`config.mk`:
```
export PLATFORM = sky130hd
export DESIGN_NAME = integer_to_roman_numeral
export DESIGN_NICKNAME = d
export VERILOG_FILES = /design/src/rtl/i2r_pkg.sv /design/src/rtl/i2r_front.sv /design/src/rtl/i2r_fifo.sv /design/src/rtl/i2r_back.sv /design/src/rtl/integer_to_roman_numeral.sv
export SDC_FILE = /design/constraint.sdc
export NUM_CORES = 1
export LEC_CHECK = 0
export ABC_AREA = 1
export ABC_CLOCK_PERIOD_IN_PS = 16940
export BUFFER_PORTS_ARGS = -buffer_cell sky130_fd_sc_hd__buf_2
export CORE_ASPECT_RATIO = 1.25
export CORE_MARGIN = 2
export CORE_UTILIZATION = 44
export CTS_BUF_LIST = sky130_fd_sc_hd__clkbuf_8
export DETAILED_ROUTE_END_ITERATION = 10
export SLEW_MARGIN = 40
export SYNTH_ARGS = -nofsm -noshare
export SYNTH_HDL_FRONTEND = slang
export SYNTH_HIERARCHICAL = 1
export SYNTH_SLANG_ARGS = --single-unit
```
`constraint.sdc`:
```
create_clock -name aclk -period 16.94 [get_ports aclk]
set_clock_uncertainty 0.05 [all_clocks]
set_input_delay 1.694 -clock aclk [delete_from_list [all_inputs] [get_ports aclk]]
set_output_delay 1.694 -clock aclk [all_outputs]
set_load 0.02 [all_outputs]
```
`src/rtl/i2r_pkg.sv`:
```
// Shared types, constants and lookup functions for the integer to Roman numeral converter.
// Used by i2r_front, i2r_fifo, i2r_back and integer_to_roman_numeral. Depends on nothing.
`default_nettype none

package i2r_pkg;

    // Input field width and the largest number that has a numeral.
    localparam int unsigned VALUE_W   = 12;
    localparam int unsigned SYMBOL_W  = 7;
    localparam logic [VALUE_W-1:0] VALUE_MAX = 12'd3999;

    // Decimal places. The front works from thousands down to tens.
    localparam logic [1:0] PLACE_ONES      = 2'd0;
    localparam logic [1:0] PLACE_TENS      = 2'd1;
    localparam logic [1:0] PLACE_HUNDREDS  = 2'd2;
    localparam logic [1:0] PLACE_THOUSANDS = 2'd3;

    // Role of a character within one decimal digit.
    localparam logic [1:0] KIND_ONE  = 2'd0;
    localparam logic [1:0] KIND_FIVE = 2'd1;
    localparam logic [1:0] KIND_TEN  = 2'd2;

    // ASCII codes of the numeral characters.
    localparam logic [SYMBOL_W-1:0] SYM_NONE = 7'h00;
    localparam logic [SYMBOL_W-1:0] SYM_I    = 7'h49;
    localparam logic [SYMBOL_W-1:0] SYM_V    = 7'h56;
    localparam logic [SYMBOL_W-1:0] SYM_X    = 7'h58;
    localparam logic [SYMBOL_W-1:0] SYM_L    = 7'h4C;
    localparam logic [SYMBOL_W-1:0] SYM_C    = 7'h43;
    localparam logic [SYMBOL_W-1:0] SYM_D    = 7'h44;
    localparam logic [SYMBOL_W-1:0] SYM_M    = 7'h4D;

    // One classified number, handed from the front to the back.
    typedef struct packed {
        logic             err;
        logic [3:0][3:0]  digits;
    } entry_t;

    // Multiple k of the weight of a decimal place, wide enough for 9 x 1000.
    function automatic logic [13:0] place_multiple(input logic [1:0] place,
                                                   input logic [3:0] k);
        logic [13:0] weight;
        unique case (place)
            PLACE_THOUSANDS: weight = 14'd1000;
            PLACE_HUNDREDS:  weight = 14'd100;
            PLACE_TENS:      weight = 14'd10;
            default:         weight = 14'd1;
        endcase
        return 14'(weight * {10'd0, k});
    endfunction

    // Number of characters that one decimal digit spells.
    function automatic logic [2:0] digit_len(input logic [3:0] d);
        logic [2:0] len;
        unique case (d)
            4'd1, 4'd5:                  len = 3'd1;
            4'd2, 4'd4, 4'd6, 4'd9:      len = 3'd2;
            4'd3, 4'd7:                  len = 3'd3;
            4'd8:                        len = 3'd4;
            default:                     len = 3'd0;
        endcase
        return len;
    endfunction

    // Which character of its place a digit shows at position pos.
    function automatic logic [1:0] digit_kind(input logic [3:0] d, input logic [1:0] pos);
        logic [1:0] kind;
        unique case (d)
            4'd4:             kind = (pos == 2'd0) ? KIND_ONE : KIND_FIVE;
            4'd5:             kind = KIND_FIVE;
            4'd6, 4'd7, 4'd8: kind = (pos == 2'd0) ? KIND_FIVE : KIND_ONE;
            4'd9:             kind = (pos == 2'd0) ? KIND_ONE : KIND_TEN;
            default:          kind = KIND_ONE;
        endcase
        return kind;
    endfunction

    // ASCII character for a role at a decimal place.
    function automatic logic [SYMBOL_W-1:0] place_char(input logic [1:0] place,
                                                       input logic [1:0] kind);
        logic [SYMBOL_W-1:0] sym;
        unique case (place)
            PLACE_ONES:     sym = (kind == KIND_ONE) ? SYM_I :
                                  (kind == KIND_FIVE) ? SYM_V : SYM_X;
            PLACE_TENS:     sym = (kind == KIND_ONE) ? SYM_X :
                                  (kind == KIND_FIVE) ? SYM_L : SYM_C;
            PLACE_HUNDREDS: sym = (kind == KIND_ONE) ? SYM_C :
                                  (kind == KIND_FIVE) ? SYM_D : SYM_M;
            default:        sym = SYM_M;
        endcase
        return sym;
    endfunction

endpackage

`default_nettype wire

```
`src/rtl/i2r_front.sv`:
```
// Front end: accepts a number, flags out-of-range values and splits it into decimal digits.
// Depends on i2r_pkg; pushes one entry_t per number into i2r_fifo.
`default_nettype none

module i2r_front
    import i2r_pkg::*;
(
    input  wire logic               aclk,
    input  wire logic               aresetn,
    input  wire logic               s_valid,
    output logic                    s_ready,
    input  wire logic [VALUE_W-1:0] s_value,
    output logic                    push,
    output entry_t                  push_entry,
    input  wire logic               full
);

    localparam logic [1:0] ST_IDLE = 2'd0;
    localparam logic [1:0] ST_RUN  = 2'd1;
    localparam logic [1:0] ST_PUSH = 2'd2;

    logic [1:0]          state_reg, state_next;
    logic [1:0]          place_reg, place_next;
    logic [VALUE_W-1:0]  rem_reg, rem_next;
    entry_t              entry_reg, entry_next;
    logic [3:0]          dig;
    logic [13:0]         sub;

    assign s_ready    = (state_reg == ST_IDLE);
    assign push       = (state_reg == ST_PUSH) && !full;
    assign push_entry = entry_reg;

    // One digit per cycle: count how many multiples of the place weight fit.
    always_comb begin
        dig = 4'd0;
        sub = 14'd0;
        for (int k = 1; k <= 9; k++) begin
            if ({2'b00, rem_reg} >= place_multiple(place_reg, 4'(k))) begin
                dig = 4'(k);
                sub = place_multiple(place_reg, 4'(k));
            end
        end
    end

    // Sequencer: accept, three digit steps, hand-off; an out-of-range number skips the digit steps.
    always_comb begin
        state_next = state_reg;
        place_next = place_reg;
        rem_next   = rem_reg;
        entry_next = entry_reg;
        unique case (state_reg)
            ST_IDLE: begin
                if (s_valid) begin
                    entry_next.digits = '0;
                    rem_next          = s_value;
                    place_next        = PLACE_THOUSANDS;
                    if (s_value == '0 || s_value > VALUE_MAX) begin
                        entry_next.err = 1'b1;
                        state_next     = ST_PUSH;
                    end else begin
                        entry_next.err = 1'b0;
                        state_next     = ST_RUN;
                    end
                end
            end
            ST_RUN: begin
                rem_next                     = rem_reg - sub[VALUE_W-1:0];
                entry_next.digits[place_reg] = dig;
                if (place_reg == PLACE_TENS) begin
                    entry_next.digits[PLACE_ONES] = rem_next[3:0];
                    state_next                    = ST_PUSH;
                end else begin
                    place_next = place_reg - 2'd1;
                end
            end
            ST_PUSH: begin
                if (!full) begin
                    state_next = ST_IDLE;
                end
            end
            default: begin
                state_next = ST_IDLE;
            end
        endcase
    end

    always_ff @(posedge aclk) begin
        if (!aresetn) begin
            state_reg <= ST_IDLE;
        end else begin
            state_reg <= state_next;
        end
        place_reg <= place_next;
        rem_reg   <= rem_next;
        entry_reg <= entry_next;
    end

endmodule

`default_nettype wire

```
`src/rtl/i2r_fifo.sv`:
```
// Two-entry queue of classified numbers between the front and the back.
// Depends on i2r_pkg for entry_t.
`default_nettype none

module i2r_fifo
    import i2r_pkg::*;
(
    input  wire logic   aclk,
    input  wire logic   aresetn,
    input  wire logic   push,
    input  wire entry_t push_entry,
    output logic        full,
    input  wire logic   pop,
    output entry_t      pop_entry,
    output logic        empty
);

    entry_t      mem_reg [2];
    logic        wr_ptr_reg, wr_ptr_next;
    logic        rd_ptr_reg, rd_ptr_next;
    logic [1:0]  count_reg, count_next;

    assign full      = (count_reg == 2'd2);
    assign empty     = (count_reg == 2'd0);
    assign pop_entry = mem_reg[rd_ptr_reg];

    // Pointer and fill bookkeeping.
    always_comb begin
        wr_ptr_next = push ? !wr_ptr_reg : wr_ptr_reg;
        rd_ptr_next = pop ? !rd_ptr_reg : rd_ptr_reg;
        count_next  = count_reg + {1'b0, push} - {1'b0, pop};
    end

    always_ff @(posedge aclk) begin
        if (!aresetn) begin
            wr_ptr_reg <= 1'b0;
            rd_ptr_reg <= 1'b0;
            count_reg  <= 2'd0;
        end else begin
            wr_ptr_reg <= wr_ptr_next;
            rd_ptr_reg <= rd_ptr_next;
            count_reg  <= count_next;
        end
    end

    // Storage.
    always_ff @(posedge aclk) begin
        if (push) begin
            mem_reg[wr_ptr_reg] <= push_entry;
        end
    end

endmodule

`default_nettype wire

```
`src/rtl/i2r_back.sv`:
```
// Back end: spells the digits of a queued number as Roman numeral characters, one per beat.
// Depends on i2r_pkg; takes entries from i2r_fifo and drives the result channel.
`default_nettype none

module i2r_back
    import i2r_pkg::*;
(
    input  wire logic                aclk,
    input  wire logic                aresetn,
    input  wire entry_t              pop_entry,
    input  wire logic                empty,
    output logic                     pop,
    output logic                     m_valid,
    input  wire logic                m_ready,
    output logic [SYMBOL_W-1:0]      m_symbol,
    output logic                     m_last,
    output logic                     m_error
);

    logic [3:0][3:0]       digits_reg, digits_next;
    logic                  err_reg, err_next;
    logic [1:0]            pos_reg, pos_next;
    logic                  out_valid_reg, out_valid_next;
    logic [SYMBOL_W-1:0]   symbol_reg, symbol_next;
    logic                  last_reg, last_next;
    logic                  error_reg, error_next;

    logic                  busy;
    logic                  advance;
    logic [1:0]            place;
    logic [3:0]            cur;
    logic                  digit_done;
    logic [3:0][3:0]       digits_cleared;

    assign busy    = err_reg || (digits_reg != '0);
    assign advance = busy && (!out_valid_reg || m_ready);
    assign pop     = !busy && !empty;

    assign m_valid  = out_valid_reg;
    assign m_symbol = symbol_reg;
    assign m_last   = last_reg;
    assign m_error  = error_reg;

    // Highest place with a nonzero digit is the one being spelled.
    always_comb begin
        priority if (digits_reg[PLACE_THOUSANDS] != 4'd0) begin
            place = PLACE_THOUSANDS;
        end else if (digits_reg[PLACE_HUNDREDS] != 4'd0) begin
            place = PLACE_HUNDREDS;
        end else if (digits_reg[PLACE_TENS] != 4'd0) begin
            place = PLACE_TENS;
        end else begin
            place = PLACE_ONES;
        end
        cur                   = digits_reg[place];
        digit_done            = ({1'b0, pos_reg} == digit_len(cur) - 3'd1);
        digits_cleared        = digits_reg;
        digits_cleared[place] = 4'd0;
    end

    // Load a new number, or emit the next character into the output register.
    always_comb begin
        digits_next    = digits_reg;
        err_next       = err_reg;
        pos_next       = pos_reg;
        out_valid_next = out_valid_reg && !m_ready;
        symbol_next    = symbol_reg;
        last_next      = last_reg;
        error_next     = error_reg;
        if (pop) begin
            digits_next = pop_entry.err ? '0 : pop_entry.digits;
            err_next    = pop_entry.err;
            pos_next    = 2'd0;
        end else if (advance) begin
            out_valid_next = 1'b1;
            if (err_reg) begin
                symbol_next = SYM_NONE;
                last_next   = 1'b1;
                error_next  = 1'b1;
                err_next    = 1'b0;
            end else begin
                symbol_next = place_char(place, digit_kind(cur, pos_reg));
                last_next   = digit_done && (digits_cleared == '0);
                error_next  = 1'b0;
                if (digit_done) begin
                    digits_next = digits_cleared;
                    pos_next    = 2'd0;
                end else begin
                    pos_next = pos_reg + 2'd1;
                end
            end
        end
    end

    always_ff @(posedge aclk) begin
        if (!aresetn) begin
            digits_reg    <= '0;
            err_reg       <= 1'b0;
            pos_reg       <= 2'd0;
            out_valid_reg <= 1'b0;
        end else begin
            digits_reg    <= digits_next;
            err_reg       <= err_next;
            pos_reg       <= pos_next;
            out_valid_reg <= out_valid_next;
        end
        symbol_reg <= symbol_next;
        last_reg   <= last_next;
        error_reg  <= error_next;
    end

endmodule

`default_nettype wire

```
`src/rtl/integer_to_roman_numeral.sv`:
```
// Integer to Roman numeral converter: one 12-bit number in, its numeral out as ASCII characters,
// one per result beat, the final one marked by m_last. An input of 0 or above 3999 gives a single
// beat with m_symbol 0, m_last and m_error set. The front steps through accept, one digit step each
// for thousands, hundreds and tens, and hand-off into a two-entry queue for an in-range number,
// and through accept and hand-off for an out-of-range one; it waits in hand-off while the queue is
// full, and otherwise takes the next number while the back spells the earlier ones. The back
// first loads a number from the queue and then emits one character per cycle while m_ready is
// high; the longest numeral, that of 3888, has 15 characters. The slower of the two halves sets
// the rate: the back for long numerals, the front for short ones.
// Depends on i2r_pkg, i2r_front, i2r_fifo and i2r_back.
`default_nettype none

module integer_to_roman_numeral
    import i2r_pkg::*;
(
    input  wire logic                aclk,
    input  wire logic                aresetn,
    input  wire logic                s_valid,
    output logic                     s_ready,
    input  wire logic [VALUE_W-1:0]  s_value,
    output logic                     m_valid,
    input  wire logic                m_ready,
    output logic [SYMBOL_W-1:0]      m_symbol,
    output logic                     m_last,
    output logic                     m_error
);

    logic    push;
    logic    full;
    logic    pop;
    logic    empty;
    entry_t  push_entry;
    entry_t  pop_entry;

    // Accept and split into digits.
    i2r_front u_front (
        .aclk       (aclk),
        .aresetn    (aresetn),
        .s_valid    (s_valid),
        .s_ready    (s_ready),
        .s_value    (s_value),
        .push       (push),
        .push_entry (push_entry),
        .full       (full)
    );

    // Queue between the two halves.
    i2r_fifo u_fifo (
        .aclk       (aclk),
        .aresetn    (aresetn),
        .push       (push),
        .push_entry (push_entry),
        .full       (full),
        .pop        (pop),
        .pop_entry  (pop_entry),
        .empty      (empty)
    );

    // Spell the numeral.
    i2r_back u_back (
        .aclk       (aclk),
        .aresetn    (aresetn),
        .pop_entry  (pop_entry),
        .empty      (empty),
        .pop        (pop),
        .m_valid    (m_valid),
        .m_ready    (m_ready),
        .m_symbol   (m_symbol),
        .m_last     (m_last),
        .m_error    (m_error)
    );

    // An error beat always closes its run and carries no character.
    assert property (@(posedge aclk) disable iff (!aresetn)
        m_valid && m_error |-> m_last && (m_symbol == SYM_NONE))
        else $error("error beat without last or with a character");

    // A regular beat always carries a numeral character.
    assert property (@(posedge aclk) disable iff (!aresetn)
        m_valid && !m_error |-> (m_symbol != SYM_NONE))
        else $error("numeral beat with empty symbol");

    // The front never pushes into a full queue.
    assert property (@(posedge aclk) disable iff (!aresetn)
        push |-> !full)
        else $error("push into full queue");

    // The front is not ready again in the cycle after it accepts a number.
    assert property (@(posedge aclk) disable iff (!aresetn)
        s_valid && s_ready |=> !s_ready)
        else $error("front accepted two numbers back to back");

endmodule

`default_nettype wire

```
==> results.txt <==
Setup TNS = 0 ns
Top Metal Used = met4
CTS max path bufs = 2
Crit. End Element = flip-flop
Gpl congestion = 0.9464
Max reg flops = 34
Arr. time, crit path = 6.72 ns
Fillers = 1994
Residual DRC = 0
Syn Nets = 1252
Clk root buf = clkbuf_8
Largest net degree at the start of global routing = 36
Most common cell after layout, fill and taps aside = nand2_1
Slowest stage cell, crit path = nor2_2
Status = finished, final reports clean
Wl on met1 = 9464 um
Cts bufs inserted = 9
Chip height = 160.1 um
Seq cells post-synth = 100
Number of global-route vias before repair = 7497
ANT nets after route = 0
CP Launch Type = flip-flop
Final hold violation count = 0
Multi-input gate area in the final layout = 5114 um2
Crit path required time = 17.02 ns
Max_slew headroom = 48.16%
Shortest period the worst path allows = 6.642 ns
Cell count after synthesis = 1144
Port bufs = 25
Synth Cell Area = 8577 um2
Most frequent CP cell = nand2_1
Die Area = 20630 um2
Routed WL per cell = 16.98 um
Fmax achieved = 0.1505 GHz
# rows = 57
Tcrit/Tclk final = 39.21%
Most frequent cells in the layout = 287 x nand2_1, 128 x inv_1, 100 x nor2_1
Worst Hold Class = reg -> reg
Syn avg cell area = 7.497 um2
Crit Path Max Fanout = 13
Metal2 WL = 11900 um
Core ar. = 19260 um2
Critical path's largest stage delay = 0.66 ns
Cell variety after synth = 61
Worst slew pin tran = 0.7775 ns
Vias = 7735
Max-cap viol count = 0
XOR/XNOR Fraction of Synth Area = 1.532%
First-pass GRT wire length = 38120 um
Hold Path Depth = 0
Compound-Gate Fraction of Synth Area = 12.94%
Clock Latency Late Sink = 0.39 ns
Initial Util = 44.54%
Post-synthesis mux area share = 2.670%
Post-synthesis sequential area ratio = 31.86%
Total GRT Usage = 23.40%
Die W = 128.9 um
Hold_buf cts = 0
Final setup violation count = 0
DR WL met3 = 922 um
CTS tree = yes
Post-DP HPWL = 18280 um
1st-iter DRT viols = 668
TritonRoute pass-1 iters = 5
Grt ovf = 0
Postcts setup bufs = 0
Worst Reg-to-Reg Cells = 31
Layout cells sized above 1 = 10.71%
Nets@finish = 1261
Worst-path clk slew = 0.11 ns
H-tree Lvls = 3
Register cell area after layout = 2734 um2
Crit path kind = reg -> reg
Antenna cells = 0
Largest family of logic cells by synthesized area = simple AND/OR/NAND/NOR gates
Reg-to-reg setup timing slack = 10.30 ns
IO Count = 27
Drt total wl = 23670 um
Max-slew violation count = 0
Simple-gate share of the synthesized area = 28.62%
Post-CTS sizing = 0
Clock sink count = 100
Number of antenna violations at the first check in global routing = 0
Vias per Instance = 5.549
RSZ-0062 raised after global routing = false
Ys Warns = 6
Layout area overhead = 5.106%
Synth Area in Adders = 13.60%
per-stage QoR:
stage	util (%)	std cells	hold slack, ns	setup WS [ns]	instance area (um2)
6_report	46.82	1394	0.4205	10.30	9015
3_5_place_dp	45.76	1378	0.3955	10.41	8812
4_1_cts	46.78	1394	0.4217	10.38	9007
5_1_grt	46.82	1394	0.4353	9.624	9015
2_1_floorplan	-	1144	0.3715	11.56	8577
3_3_place_gp	45.72	1378	0.3855	10.41	8803
synth_stat cells, drive strengths merged:
library cell  number  area (um2)
dfxtp             27       540.5
a21o               2       15.01
edfxtp            73        2192
clkinv             2       8.750
conb               1       3.750
a31o               1       8.760
nor4              11       68.82
a41oi              1       8.760
o31ai              3       22.52
o211ai             7       52.55
o21ai             70       361.6
and2               1       6.260
o21bai             3       26.27
a21oi             99       510.5
buf               20       182.7
a31oi              5       31.28
nand3b             2       15.01
a211oi             2       15.01
o2111ai            2       17.52
and3               3       18.77
a21boi             1       7.510
mux2              17       229.0
clkbuf            10       37.54
inv              138       520.5
a22oi              1       7.510
nand3             78       422.9
nand4             19       131.4
nor3              10       50.05
ha                90        1126
fa                 2       40.04
o21a               1       7.510
xnor2              8       70.07
or2                4       25.03
nor3b              1       7.510
xor2               7       61.31
o41ai              1       8.760
nor2             117       496.7
nand2            303        1212
o311ai             1       8.760
worst paths after layout:
check,start,to
max reg2reg,u_front/place_reg[0]$_SDFFCE_PN1P_,u_front/rem_reg[10]$_DFFE_PP_
max,u_front/place_reg[0]$_SDFFCE_PN1P_,u_front/rem_reg[10]$_DFFE_PP_
min reg2reg,u_front/push_entry[16]$_DFFE_PP_,u_fifo/mem_reg[0][16]$_DFFE_PP_
min,u_front/push_entry[16]$_DFFE_PP_,u_fifo/mem_reg[0][16]$_DFFE_PP_
cells by family (layout without fill, tap and decap cells):
group | Yosys count | count (layout)
simple gates | 549 | 549
other cells | 1 | 1
xor+xnor | 15 | 15
compound gates | 200 | 200
buf+inv | 170 | 184
fa+ha+maj | 92 | 92
mux | 17 | 17
flops | 100 | 100
worst max-delay path: cells and delay by family, from the launching register on:
kind	cells	cell delay, ns
simple gates	13	1.82
fa+ha+maj	4	1.59
flops	1	0.49
buf+inv	3	0.65
compound gates	9	1.42
xor+xnor	2	0.36
metal layers:
layer / up-vias / track usage (%)
met5: - / 0
met4: 0 / 12.50
met3: 78 / 2.881
met2: 234 / 41.70
met1: 3553 / 26.93
li1: 3870 / -
layout make-up:
| type | count | share of cell area [%] |
|---|---|---|
| repair buffers | 28 | 1.638 |
| clock buffers | 9 | 1.374 |
| flip-flops and latches | 100 | 30.33 |
| multi-input cells | 874 | 56.72 |
| inverters | 140 | 5.871 |
| well taps | 236 | 3.275 |
| clock inverters | 7 | 0.7911 |
Power is not shown: default switching activity piles up to over one toggle a cycle in this logic, so the estimate is an artifact.
